--- config.mk ---
export PLATFORM = sky130hd
export DESIGN_NAME = motor_feedback_frame_decoder
export DESIGN_NICKNAME = d
export VERILOG_FILES = /design/src/rtl/mffd_pkg.sv /design/src/rtl/mffd_ctrl.sv /design/src/rtl/mffd_datapath.sv /design/src/rtl/motor_feedback_frame_decoder.sv
export SDC_FILE = /design/constraint.sdc
export NUM_CORES = 2
export LEC_CHECK = 0
export ABC_AREA = 1
export CAP_MARGIN = 15
export CELL_PAD_IN_SITES_DETAIL_PLACEMENT = 0
export CELL_PAD_IN_SITES_GLOBAL_PLACEMENT = 1
export CORE_MARGIN = 10
export CORE_UTILIZATION = 35
export DETAILED_ROUTE_END_ITERATION = 10
export DONT_BUFFER_PORTS = 1
export GPL_TIMING_DRIVEN = 0
export PLACE_DENSITY = 0.59
export SLEW_MARGIN = 10
export SYNTH_ARGS = -nofsm -noshare
export SYNTH_HDL_FRONTEND = slang
export SYNTH_SLANG_ARGS = --single-unit
--- constraint.sdc ---
create_clock -name clk -period 11.6 [get_ports clk]
set_clock_uncertainty 0.2 [all_clocks]
set_input_delay 0.58 -clock clk [delete_from_list [all_inputs] [get_ports clk]]
set_output_delay 0.58 -clock clk [all_outputs]
set_load 0.05 [all_outputs]
--- src/rtl/mffd_pkg.sv ---
`default_nettype none
// ----------------------------------------------------------------------------
// mffd_pkg
// Shared constants and controller/datapath interface types for the servo
// feedback frame decoder.
// ----------------------------------------------------------------------------
package mffd_pkg;

	localparam int CFG_ADDR_W = 2;
	localparam int CFG_DATA_W = 20;

	localparam logic [CFG_ADDR_W-1:0] REG_MOTOR_ID  = 2'd0;
	localparam logic [CFG_ADDR_W-1:0] REG_REVERSE   = 2'd1;
	localparam logic [CFG_ADDR_W-1:0] REG_RECIP     = 2'd2;
	localparam logic [CFG_ADDR_W-1:0] REG_AUTO_ZERO = 2'd3;

	localparam logic [7:0]  MOTOR_ID_RST = 8'd1;
	localparam logic [19:0] RECIP_RST    = 20'd65536;

	localparam logic [4:0] FEEDBACK_TYPE = 5'd2;
	localparam logic [3:0] MIN_LENGTH    = 4'd8;

	localparam logic signed [17:0] HALF_COUNTS = 18'sd65535;

	localparam logic signed [15:0] TURN_MAX = 16'sh7fff;
	localparam logic signed [15:0] TURN_MIN = 16'sh8000;

	localparam int FRAME_CNT_W = 6;
	localparam logic [FRAME_CNT_W-1:0] AUTO_ZERO_FRAME = 6'd50;
	localparam logic [FRAME_CNT_W-1:0] FRAME_CNT_MAX   = AUTO_ZERO_FRAME + 6'd1;

	localparam int OUT_W = 41;

	typedef struct packed {
		logic load;
		logic do_unwrap;
		logic do_mul;
		logic do_out;
	} mffd_cmd_t;

	typedef struct packed {
		logic frame_ok;
	} mffd_sts_t;

endpackage
`default_nettype wire

--- src/rtl/mffd_ctrl.sv ---
`default_nettype none
// ----------------------------------------------------------------------------
// mffd_ctrl
// Sequencer: accepts a frame, steps the datapath through unwrap, multiply
// and output, and owns the output valid flag.
// ----------------------------------------------------------------------------
module mffd_ctrl (
	input  wire                       clk,
	input  wire                       arst_n,
	input  wire                       in_valid,
	output logic                      in_ready,
	output logic                      out_valid,
	input  wire                       out_ready,
	input  wire mffd_pkg::mffd_sts_t  sts,
	output mffd_pkg::mffd_cmd_t       cmd
);
	import mffd_pkg::*;

	typedef enum logic [1:0] {
		ST_IDLE,
		ST_UNWRAP,
		ST_MUL,
		ST_FIN
	} state_t;

	state_t state_q;
	logic   out_valid_q;

	assign in_ready  = (state_q == ST_IDLE);
	assign out_valid = out_valid_q;

	always_comb begin
		cmd           = '0;
		cmd.load      = in_valid && in_ready;
		cmd.do_unwrap = (state_q == ST_UNWRAP);
		cmd.do_mul    = (state_q == ST_MUL);
		// output register must be free or draining this cycle
		cmd.do_out    = (state_q == ST_FIN) && (!out_valid_q || out_ready);
	end

	always_ff @(posedge clk or negedge arst_n) begin
		if (!arst_n) begin
			state_q     <= ST_IDLE;
			out_valid_q <= 1'b0;
		end else begin
			if (cmd.do_out)
				out_valid_q <= 1'b1;
			else if (out_ready)
				out_valid_q <= 1'b0;

			unique case (state_q)
				ST_IDLE: begin
					if (cmd.load && sts.frame_ok)
						state_q <= ST_UNWRAP;
				end
				ST_UNWRAP: state_q <= ST_MUL;
				ST_MUL:    state_q <= ST_FIN;
				ST_FIN: begin
					if (cmd.do_out)
						state_q <= ST_IDLE;
				end
				default: state_q <= ST_IDLE;
			endcase
		end
	end

endmodule
`default_nettype wire

--- src/rtl/mffd_datapath.sv ---
`default_nettype none
// ----------------------------------------------------------------------------
// mffd_datapath
// Config registers, frame filter, field extraction, multi-turn unwrap,
// Q4.16 reduction scaling and the output register.
// ----------------------------------------------------------------------------
module mffd_datapath (
	input  wire                                clk,
	input  wire                                arst_n,
	input  wire                                cfg_we,
	input  wire  [mffd_pkg::CFG_ADDR_W-1:0]    cfg_addr,
	input  wire  [mffd_pkg::CFG_DATA_W-1:0]    cfg_wdata,
	input  wire  [28:0]                        frame_id,
	input  wire                                is_extended,
	input  wire  [3:0]                         length,
	input  wire  [63:0]                        payload,
	input  wire mffd_pkg::mffd_cmd_t           cmd,
	output mffd_pkg::mffd_sts_t                sts,
	output logic [5:0]                         fault_bits,
	output logic [1:0]                         run_mode,
	output logic signed [16:0]                 angle_half,
	output logic signed [16:0]                 velocity_half,
	output logic signed [16:0]                 torque_half,
	output logic [15:0]                        temperature_tenths,
	output logic signed [15:0]                 turn_count,
	output logic signed [mffd_pkg::OUT_W-1:0]  output_angle,
	output logic signed [mffd_pkg::OUT_W-1:0]  output_velocity
);
	import mffd_pkg::*;

	// configuration
	logic [7:0]  motor_id_q;
	logic        reverse_q;
	logic [19:0] recip_q;
	logic        auto_zero_q;

	// tracking state
	logic signed [16:0]      last_angle_q;
	logic signed [15:0]      turns_q;
	logic signed [16:0]      zero_point_q;
	logic [FRAME_CNT_W-1:0]  frames_q;

	// captured frame fields
	logic [5:0]         fault_q;
	logic [1:0]         run_q;
	logic signed [16:0] ang_q;
	logic signed [16:0] vel_q;
	logic signed [16:0] tor_q;
	logic [15:0]        temp_q;

	// stage 1: unwrap and magnitudes
	logic [32:0]        s_mag_s1;
	logic               s_neg_s1;
	logic [15:0]        v_mag_s1;
	logic               v_neg_s1;
	logic               zero_hit_s1;
	logic signed [15:0] turns_s1;

	// stage 2: products
	logic [52:0] prod_a_s2;
	logic [35:0] prod_v_s2;

	logic signed [17:0] ang_w, vel_w, tor_w;
	logic signed [17:0] d_w;
	logic signed [15:0] turns_new;
	logic [FRAME_CNT_W-1:0] frames_new;
	logic               zero_hit;
	logic signed [34:0] t_ext, s_w;
	logic signed [16:0] v_abs;
	logic [52:0]        round_a;
	logic [35:0]        round_v;
	logic signed [OUT_W-1:0] oa_mag, ov_mag;

	assign sts.frame_ok = is_extended && (length >= MIN_LENGTH)
		&& (frame_id[15:8] == motor_id_q) && (frame_id[28:24] == FEEDBACK_TYPE);

	assign ang_w = $signed({1'b0, payload[63:48], 1'b0}) - HALF_COUNTS;
	assign vel_w = $signed({1'b0, payload[47:32], 1'b0}) - HALF_COUNTS;
	assign tor_w = $signed({1'b0, payload[31:16], 1'b0}) - HALF_COUNTS;

	// unwrap
	always_comb begin
		d_w = {ang_q[16], ang_q} - {last_angle_q[16], last_angle_q};
		turns_new = turns_q;
		if (d_w < -HALF_COUNTS) begin
			if (turns_q != TURN_MAX)
				turns_new = turns_q + 16'sd1;
		end else if (d_w > HALF_COUNTS) begin
			if (turns_q != TURN_MIN)
				turns_new = turns_q - 16'sd1;
		end
		frames_new = (frames_q < FRAME_CNT_MAX) ? frames_q + 6'd1 : frames_q;
		zero_hit   = auto_zero_q && (frames_new == AUTO_ZERO_FRAME);
		// turns * 131070 as turns*2^17 - turns*2
		t_ext = {{19{turns_new[15]}}, turns_new};
		s_w   = (t_ext <<< 17) - (t_ext <<< 1)
			+ {{18{ang_q[16]}}, ang_q} - {{18{zero_point_q[16]}}, zero_point_q};
		v_abs = vel_q[16] ? -vel_q : vel_q;
	end

	// round half away from zero on the magnitude, then restore the sign
	always_comb begin
		round_a = (prod_a_s2 + 53'd32768) >> 16;
		round_v = (prod_v_s2 + 36'd32768) >> 16;
		oa_mag  = $signed({4'b0, round_a[36:0]});
		ov_mag  = $signed({21'b0, round_v[19:0]});
	end

	always_ff @(posedge clk or negedge arst_n) begin
		if (!arst_n) begin
			motor_id_q   <= MOTOR_ID_RST;
			reverse_q    <= 1'b0;
			recip_q      <= RECIP_RST;
			auto_zero_q  <= 1'b0;
			last_angle_q <= '0;
			turns_q      <= '0;
			zero_point_q <= '0;
			frames_q     <= '0;
		end else begin
			if (cfg_we) begin
				unique case (cfg_addr)
					REG_MOTOR_ID:  motor_id_q  <= cfg_wdata[7:0];
					REG_REVERSE:   reverse_q   <= cfg_wdata[0];
					REG_RECIP:     recip_q     <= cfg_wdata;
					REG_AUTO_ZERO: auto_zero_q <= cfg_wdata[0];
					default: ;
				endcase
			end
			if (cmd.do_unwrap) begin
				last_angle_q <= ang_q;
				frames_q     <= frames_new;
				turns_q      <= zero_hit ? '0 : turns_new;
				if (zero_hit)
					zero_point_q <= ang_q;
			end
		end
	end

	always_ff @(posedge clk) begin
		if (cmd.load) begin
			fault_q <= frame_id[21:16];
			run_q   <= frame_id[23:22];
			ang_q   <= $signed(ang_w[16:0]);
			vel_q   <= $signed(vel_w[16:0]);
			tor_q   <= $signed(tor_w[16:0]);
			temp_q  <= payload[15:0];
		end
		if (cmd.do_unwrap) begin
			s_neg_s1    <= s_w[34];
			s_mag_s1    <= s_w[34] ? 33'(-s_w) : s_w[32:0];
			v_neg_s1    <= vel_q[16];
			v_mag_s1    <= v_abs[15:0];
			zero_hit_s1 <= zero_hit;
			turns_s1    <= zero_hit ? '0 : turns_new;
		end
		if (cmd.do_mul) begin
			prod_a_s2 <= 53'(s_mag_s1) * 53'(recip_q);
			prod_v_s2 <= 36'(v_mag_s1) * 36'(recip_q);
		end
		if (cmd.do_out) begin
			fault_bits         <= fault_q;
			run_mode           <= run_q;
			angle_half         <= ang_q;
			velocity_half      <= vel_q;
			torque_half        <= tor_q;
			temperature_tenths <= temp_q;
			turn_count         <= turns_s1;
			if (zero_hit_s1)
				output_angle <= '0;
			else
				output_angle <= (s_neg_s1 != reverse_q) ? -oa_mag : oa_mag;
			output_velocity <= (v_neg_s1 != reverse_q) ? -ov_mag : ov_mag;
		end
	end

endmodule
`default_nettype wire

--- src/rtl/motor_feedback_frame_decoder.sv ---
`default_nettype none
// out_valid rises after the input transaction has passed the unwrap, multiply and output states in order.
// The sequencer walks one frame at a time through the shared unwrap and multiply stages, so it takes
// no new frame until the last has left its output step; a rejected frame is dropped on acceptance.
// A waiting result stalls the sequencer only at its output step.
// Reset: asynchronous active low; config returns to defaults, turn/zero state clears.
// ----------------------------------------------------------------------------
// motor_feedback_frame_decoder
// Filters servo feedback CAN frames, decodes fields, unwraps position into a
// multi-turn angle and scales angle and velocity by the reduction reciprocal.
// ----------------------------------------------------------------------------
module motor_feedback_frame_decoder (
	input  wire                                clk,
	input  wire                                arst_n,
	input  wire                                cfg_we,
	input  wire  [mffd_pkg::CFG_ADDR_W-1:0]    cfg_addr,
	input  wire  [mffd_pkg::CFG_DATA_W-1:0]    cfg_wdata,
	input  wire                                in_valid,
	output logic                               in_ready,
	input  wire  [28:0]                        frame_id,
	input  wire                                is_extended,
	input  wire  [3:0]                         length,
	input  wire  [63:0]                        payload,
	output logic                               out_valid,
	input  wire                                out_ready,
	output logic [5:0]                         fault_bits,
	output logic [1:0]                         run_mode,
	output logic signed [16:0]                 angle_half,
	output logic signed [16:0]                 velocity_half,
	output logic signed [16:0]                 torque_half,
	output logic [15:0]                        temperature_tenths,
	output logic signed [15:0]                 turn_count,
	output logic signed [mffd_pkg::OUT_W-1:0]  output_angle,
	output logic signed [mffd_pkg::OUT_W-1:0]  output_velocity
);
	import mffd_pkg::*;

	mffd_cmd_t cmd;
	mffd_sts_t sts;

	mffd_ctrl u_ctrl (
		.clk       (clk),
		.arst_n    (arst_n),
		.in_valid  (in_valid),
		.in_ready  (in_ready),
		.out_valid (out_valid),
		.out_ready (out_ready),
		.sts       (sts),
		.cmd       (cmd)
	);

	mffd_datapath u_datapath (
		.clk                (clk),
		.arst_n             (arst_n),
		.cfg_we             (cfg_we),
		.cfg_addr           (cfg_addr),
		.cfg_wdata          (cfg_wdata),
		.frame_id           (frame_id),
		.is_extended        (is_extended),
		.length             (length),
		.payload            (payload),
		.cmd                (cmd),
		.sts                (sts),
		.fault_bits         (fault_bits),
		.run_mode           (run_mode),
		.angle_half         (angle_half),
		.velocity_half      (velocity_half),
		.torque_half        (torque_half),
		.temperature_tenths (temperature_tenths),
		.turn_count         (turn_count),
		.output_angle       (output_angle),
		.output_velocity    (output_velocity)
	);

`ifndef SYNTH
	// a rejected frame never starts the sequence
	a_reject_no_work: assert property (@(posedge clk) disable iff (!arst_n)
		(cmd.load && !sts.frame_ok) |=> !cmd.do_unwrap)
		else $error("rejected frame started unwrap");

	a_unwrap_then_mul: assert property (@(posedge clk) disable iff (!arst_n)
		cmd.do_unwrap |=> cmd.do_mul)
		else $error("multiply did not follow unwrap");

	// output register is never overwritten while a result is stalled
	a_no_overwrite: assert property (@(posedge clk) disable iff (!arst_n)
		cmd.do_out |-> !(out_valid && !out_ready))
		else $error("pending result overwritten");

	a_out_presented: assert property (@(posedge clk) disable iff (!arst_n)
		cmd.do_out |=> out_valid)
		else $error("result not presented after output load");
`endif

endmodule
`default_nettype wire
==> qor.yml <==
logic_synthesis:
  synth_cells: 6878
  synthTopCellsByArea: "fa_1, edfxtp_1, nand2_1"
  synthAdderAreaFrac_pct: 37.2
  synth_simple_gate_area_share_pct: 20.1
  yosysMostFrequentCell: "nand2_1"
  synth_top_family_by_area: "adder cells"
  syn-cell-area_mm2: 0.0566
  synth_largest_area_cell: "fa_1"
  ys_ff_latch: 452
  synth_edf_count: 363
  synth_ff_type: "edfxtp_1"
  yosysWarnings: 0
  synth_cell_type_count: 63
  synth_seq_area_share_pct: 23.2
  synth.avg_cell_area_um2: 8.23
  synth_compound_gate_area_share_pct: 4.48
  synth_common_cells: "nand2_1, inv_1, fa_1, nor2_1, edfxtp_1"
  synthArstFlopShare_pct: 19.7
  muxShareOfSynthArea_pct: 0.0199
  synth_top_area_share_pct: 29.5
  synth-xor-area-share_pct: 2.91
job:
  cap_violations: 0
grt:
  grt_usage_pct: 22.3
  grt_pass1_wl_um: 301000
  grt.overflow.total: 0
  grt_pass1_vias: 47200
  grt_max_degree: 90
  antenna_found_initial: 3
timing:
  final-setup-viol-count: 0
  max_slew_margin_pct: 14.3
  layout_min_cycle_time_ns: 9.41
  fmax_mhz: 106
  slew_viol_final: 0
  fin_tns_setup_ns: 0
  rsz0062_at_grt: "no"
  hold_viol: 0
  worstMarginPinSlew_ns: 1.29
  fin_crit_sh_pct: 81.1
  setup_slack_ns: 2.19
floorplan:
  rows: 147
  fp.dieArea_mm2: 0.178
  pin_count: 300
  initial_core_util_pct: 35.2
  core_area_mm2: 0.161
  die_h_um: 422
  dieWidth_um: 422
clocking:
  cts.htree.levels: 2
  cts_max_path_buffers: 3
  root_buffer: "clkbuf_16"
  cts_resized: 0
  cts_setup_buffers: 0
  clk_pin_slew_ns: 0.06
  cts_made_buffers: 56
  cts_tree: "built"
  cts_sinks: 452
  worst_skew_pair.late_latency_ns: 0.72
drt:
  wl_per_cell_um: 21.6
  drt.antenna.violating_nets: 0
  route.vias.total: 44900
  routed_via_density: 4.85
  drc: 0
  dr.pass1.iters: 8
  dr.first_iter.drc_count: 3156
  wl_um: 200000
layout:
  design_area_mm2: 0.0626
  utilization_pct: 39.0
  multi_input_area_mm2: 0.0366
  area_growth_syn_to_layout_pct: 10.6
  fillCellCount: 16700
  ff_latch_area_mm2: 0.0131
  drive_gt1_share_pct: 3.14
  nNetsFinal: 8358
worst_setup_path:
  startpoint_type: "flip-flop"
  cpMostUsedCell: "fa_1"
  cp.arrival_ns: 9.63
  crit_cells: 27
  reg2reg_depth: 27
  setup.worst_path.class: "flip-flop to flip-flop"
  max_stage_delay_ns: 0.97
  cp-end-kind: "flip-flop"
  crit_buf_inv: 7
  critPathRequiredTime_ns: 11.82
  crit_slowest_cell: "clkbuf_1"
  cp_top_family: "adder cells"
  path_max_fanout: 10
hold_path:
  whs_path_depth: 2
  hp-class: "primary input to flip-flop"
outcome:
  status: "finished clean"
placement:
  preCtsSetupSlack_ns: 2.33
  placed_cell_area_mm2: 0.0597
  place.gp.congestion: 0.926
  dp_hpwl_um: 167000
  io_buffers: 0
==> sequential cells by signal, indices dropped and copies added (netlist names), 17 cells and up <==
| name | flops |
|---|---|
| u_datapath.output_angle | 41 |
| u_datapath.prod_v_s2 | 21 |
| u_datapath.zero_point_q | 17 |
| u_datapath.prod_a_s2 | 38 |
| u_datapath.recip_q | 20 |
| u_datapath.last_angle_q | 17 |
| u_datapath.output_velocity | 36 |
| u_datapath.s_mag_s1 | 33 |
==> placed cells by master, fill, tap and decap left out, types with 10 or more instances in the layout <==
master / count
clkbuf_1: 198
edfxtp_1: 363
nor2_1: 386
buf_4: 10
nor4_1: 13
dlygate4sd3_1: 95
inv_2: 11
nor3_1: 69
clkbuf_16: 56
buf_1: 26
dfrtp_1: 87
o21a_1: 21
a21o_1: 10
fa_1: 834
xnor2_1: 47
a21oi_1: 210
inv_1: 1536
xor2_1: 132
clkinv_1: 14
nand4_1: 71
nand3_1: 239
buf_2: 19
nand2_1: 1949
nand3b_1: 10
o21ai_0: 157
o21ai_1: 12
ha_1: 345
==> worst reg2reg max path, delay by kind of cell (launching register included) <==
family | cells | cell delay [ns]
DFF | 1 | 0.48
buffers and inverters | 7 | 2.06
and+or+nand+nor | 9 | 1.30
adders and majority gates | 8 | 3.92
AOI/OAI and AO/OA | 3 | 1.14
==> stage by stage <==
step / hold WS [ns] / std cells
after floorplan: 0.0844 / 6880
after global placement: 0.0888 / 9040
after detailed placement: 0.0885 / 9058
after CTS: 0.00184 / 9260
after global routing: 0.0318 / 9260
final: 0.0284 / 9261
==> final cells by class <==
cell class / count / share of cell area, %
clock buffers: 62 / 2.27
diodes: 1 / 0.00400
well taps: 2160 / 4.32
repair buffers: 114 / 2.11
multi-input cells: 4619 / 58.5
inverters: 1553 / 9.32
clock inverters: 44 / 0.815
plain buffers: 256 / 1.65
flip-flops and latches: 452 / 21.0
==> timing repair <==
| action | 4_1_cts | 5_1_grt |
|---|---|---|
| hold buffers | 96 | 0 |
| setup endpoints to repair | 0 | 0 |
| hold endpoints to repair | 184 | 0 |
==> metal layers <==
metal | global-route usage (%) | share of wire (%)
met4 | 9.06 | 4.7
met3 | 2.52 | 4.5
met1 | 29.0 | 43
met2 | 37.7 | 48
met5 | 0 | 0.0050
==> kinds of logic after synthesis <==
family	count (synthesis)
AOI/OAI and AO/OA	461
xor gates and xnor gates	183
adders and majority gates	1181
buffers and inverters	1809
DFF	452
muxes	1
other	1
and+or+nand+nor	2790
==> worst paths after layout <==
kind,start,end,slack (ns)
setup / recovery,u_datapath.recip_q[5]$_DFFE_PN0P_,u_datapath.prod_a_s2[52]$_DFFE_PP_,2.19
hold / removal,cfg_wdata[6],u_datapath.recip_q[6]$_DFFE_PN0P_,0.03
setup reg to reg,u_datapath.recip_q[5]$_DFFE_PN0P_,u_datapath.prod_a_s2[52]$_DFFE_PP_,2.19
hold reg to reg,u_datapath.temp_q[3]$_DFFE_PP_,u_datapath.temperature_tenths[3]$_DFFE_PP_,0.22
max in group asynchronous,arst_n,u_datapath.motor_id_q[4]$_DFFE_PN0P_,10.46
min in group asynchronous,arst_n,u_datapath.turns_q[9]$_DFFE_PN0N_,0.21
Power is left out: the tool's default activity adds up to more than one toggle a clock period on the data nets, which glitch-free logic cannot reach.
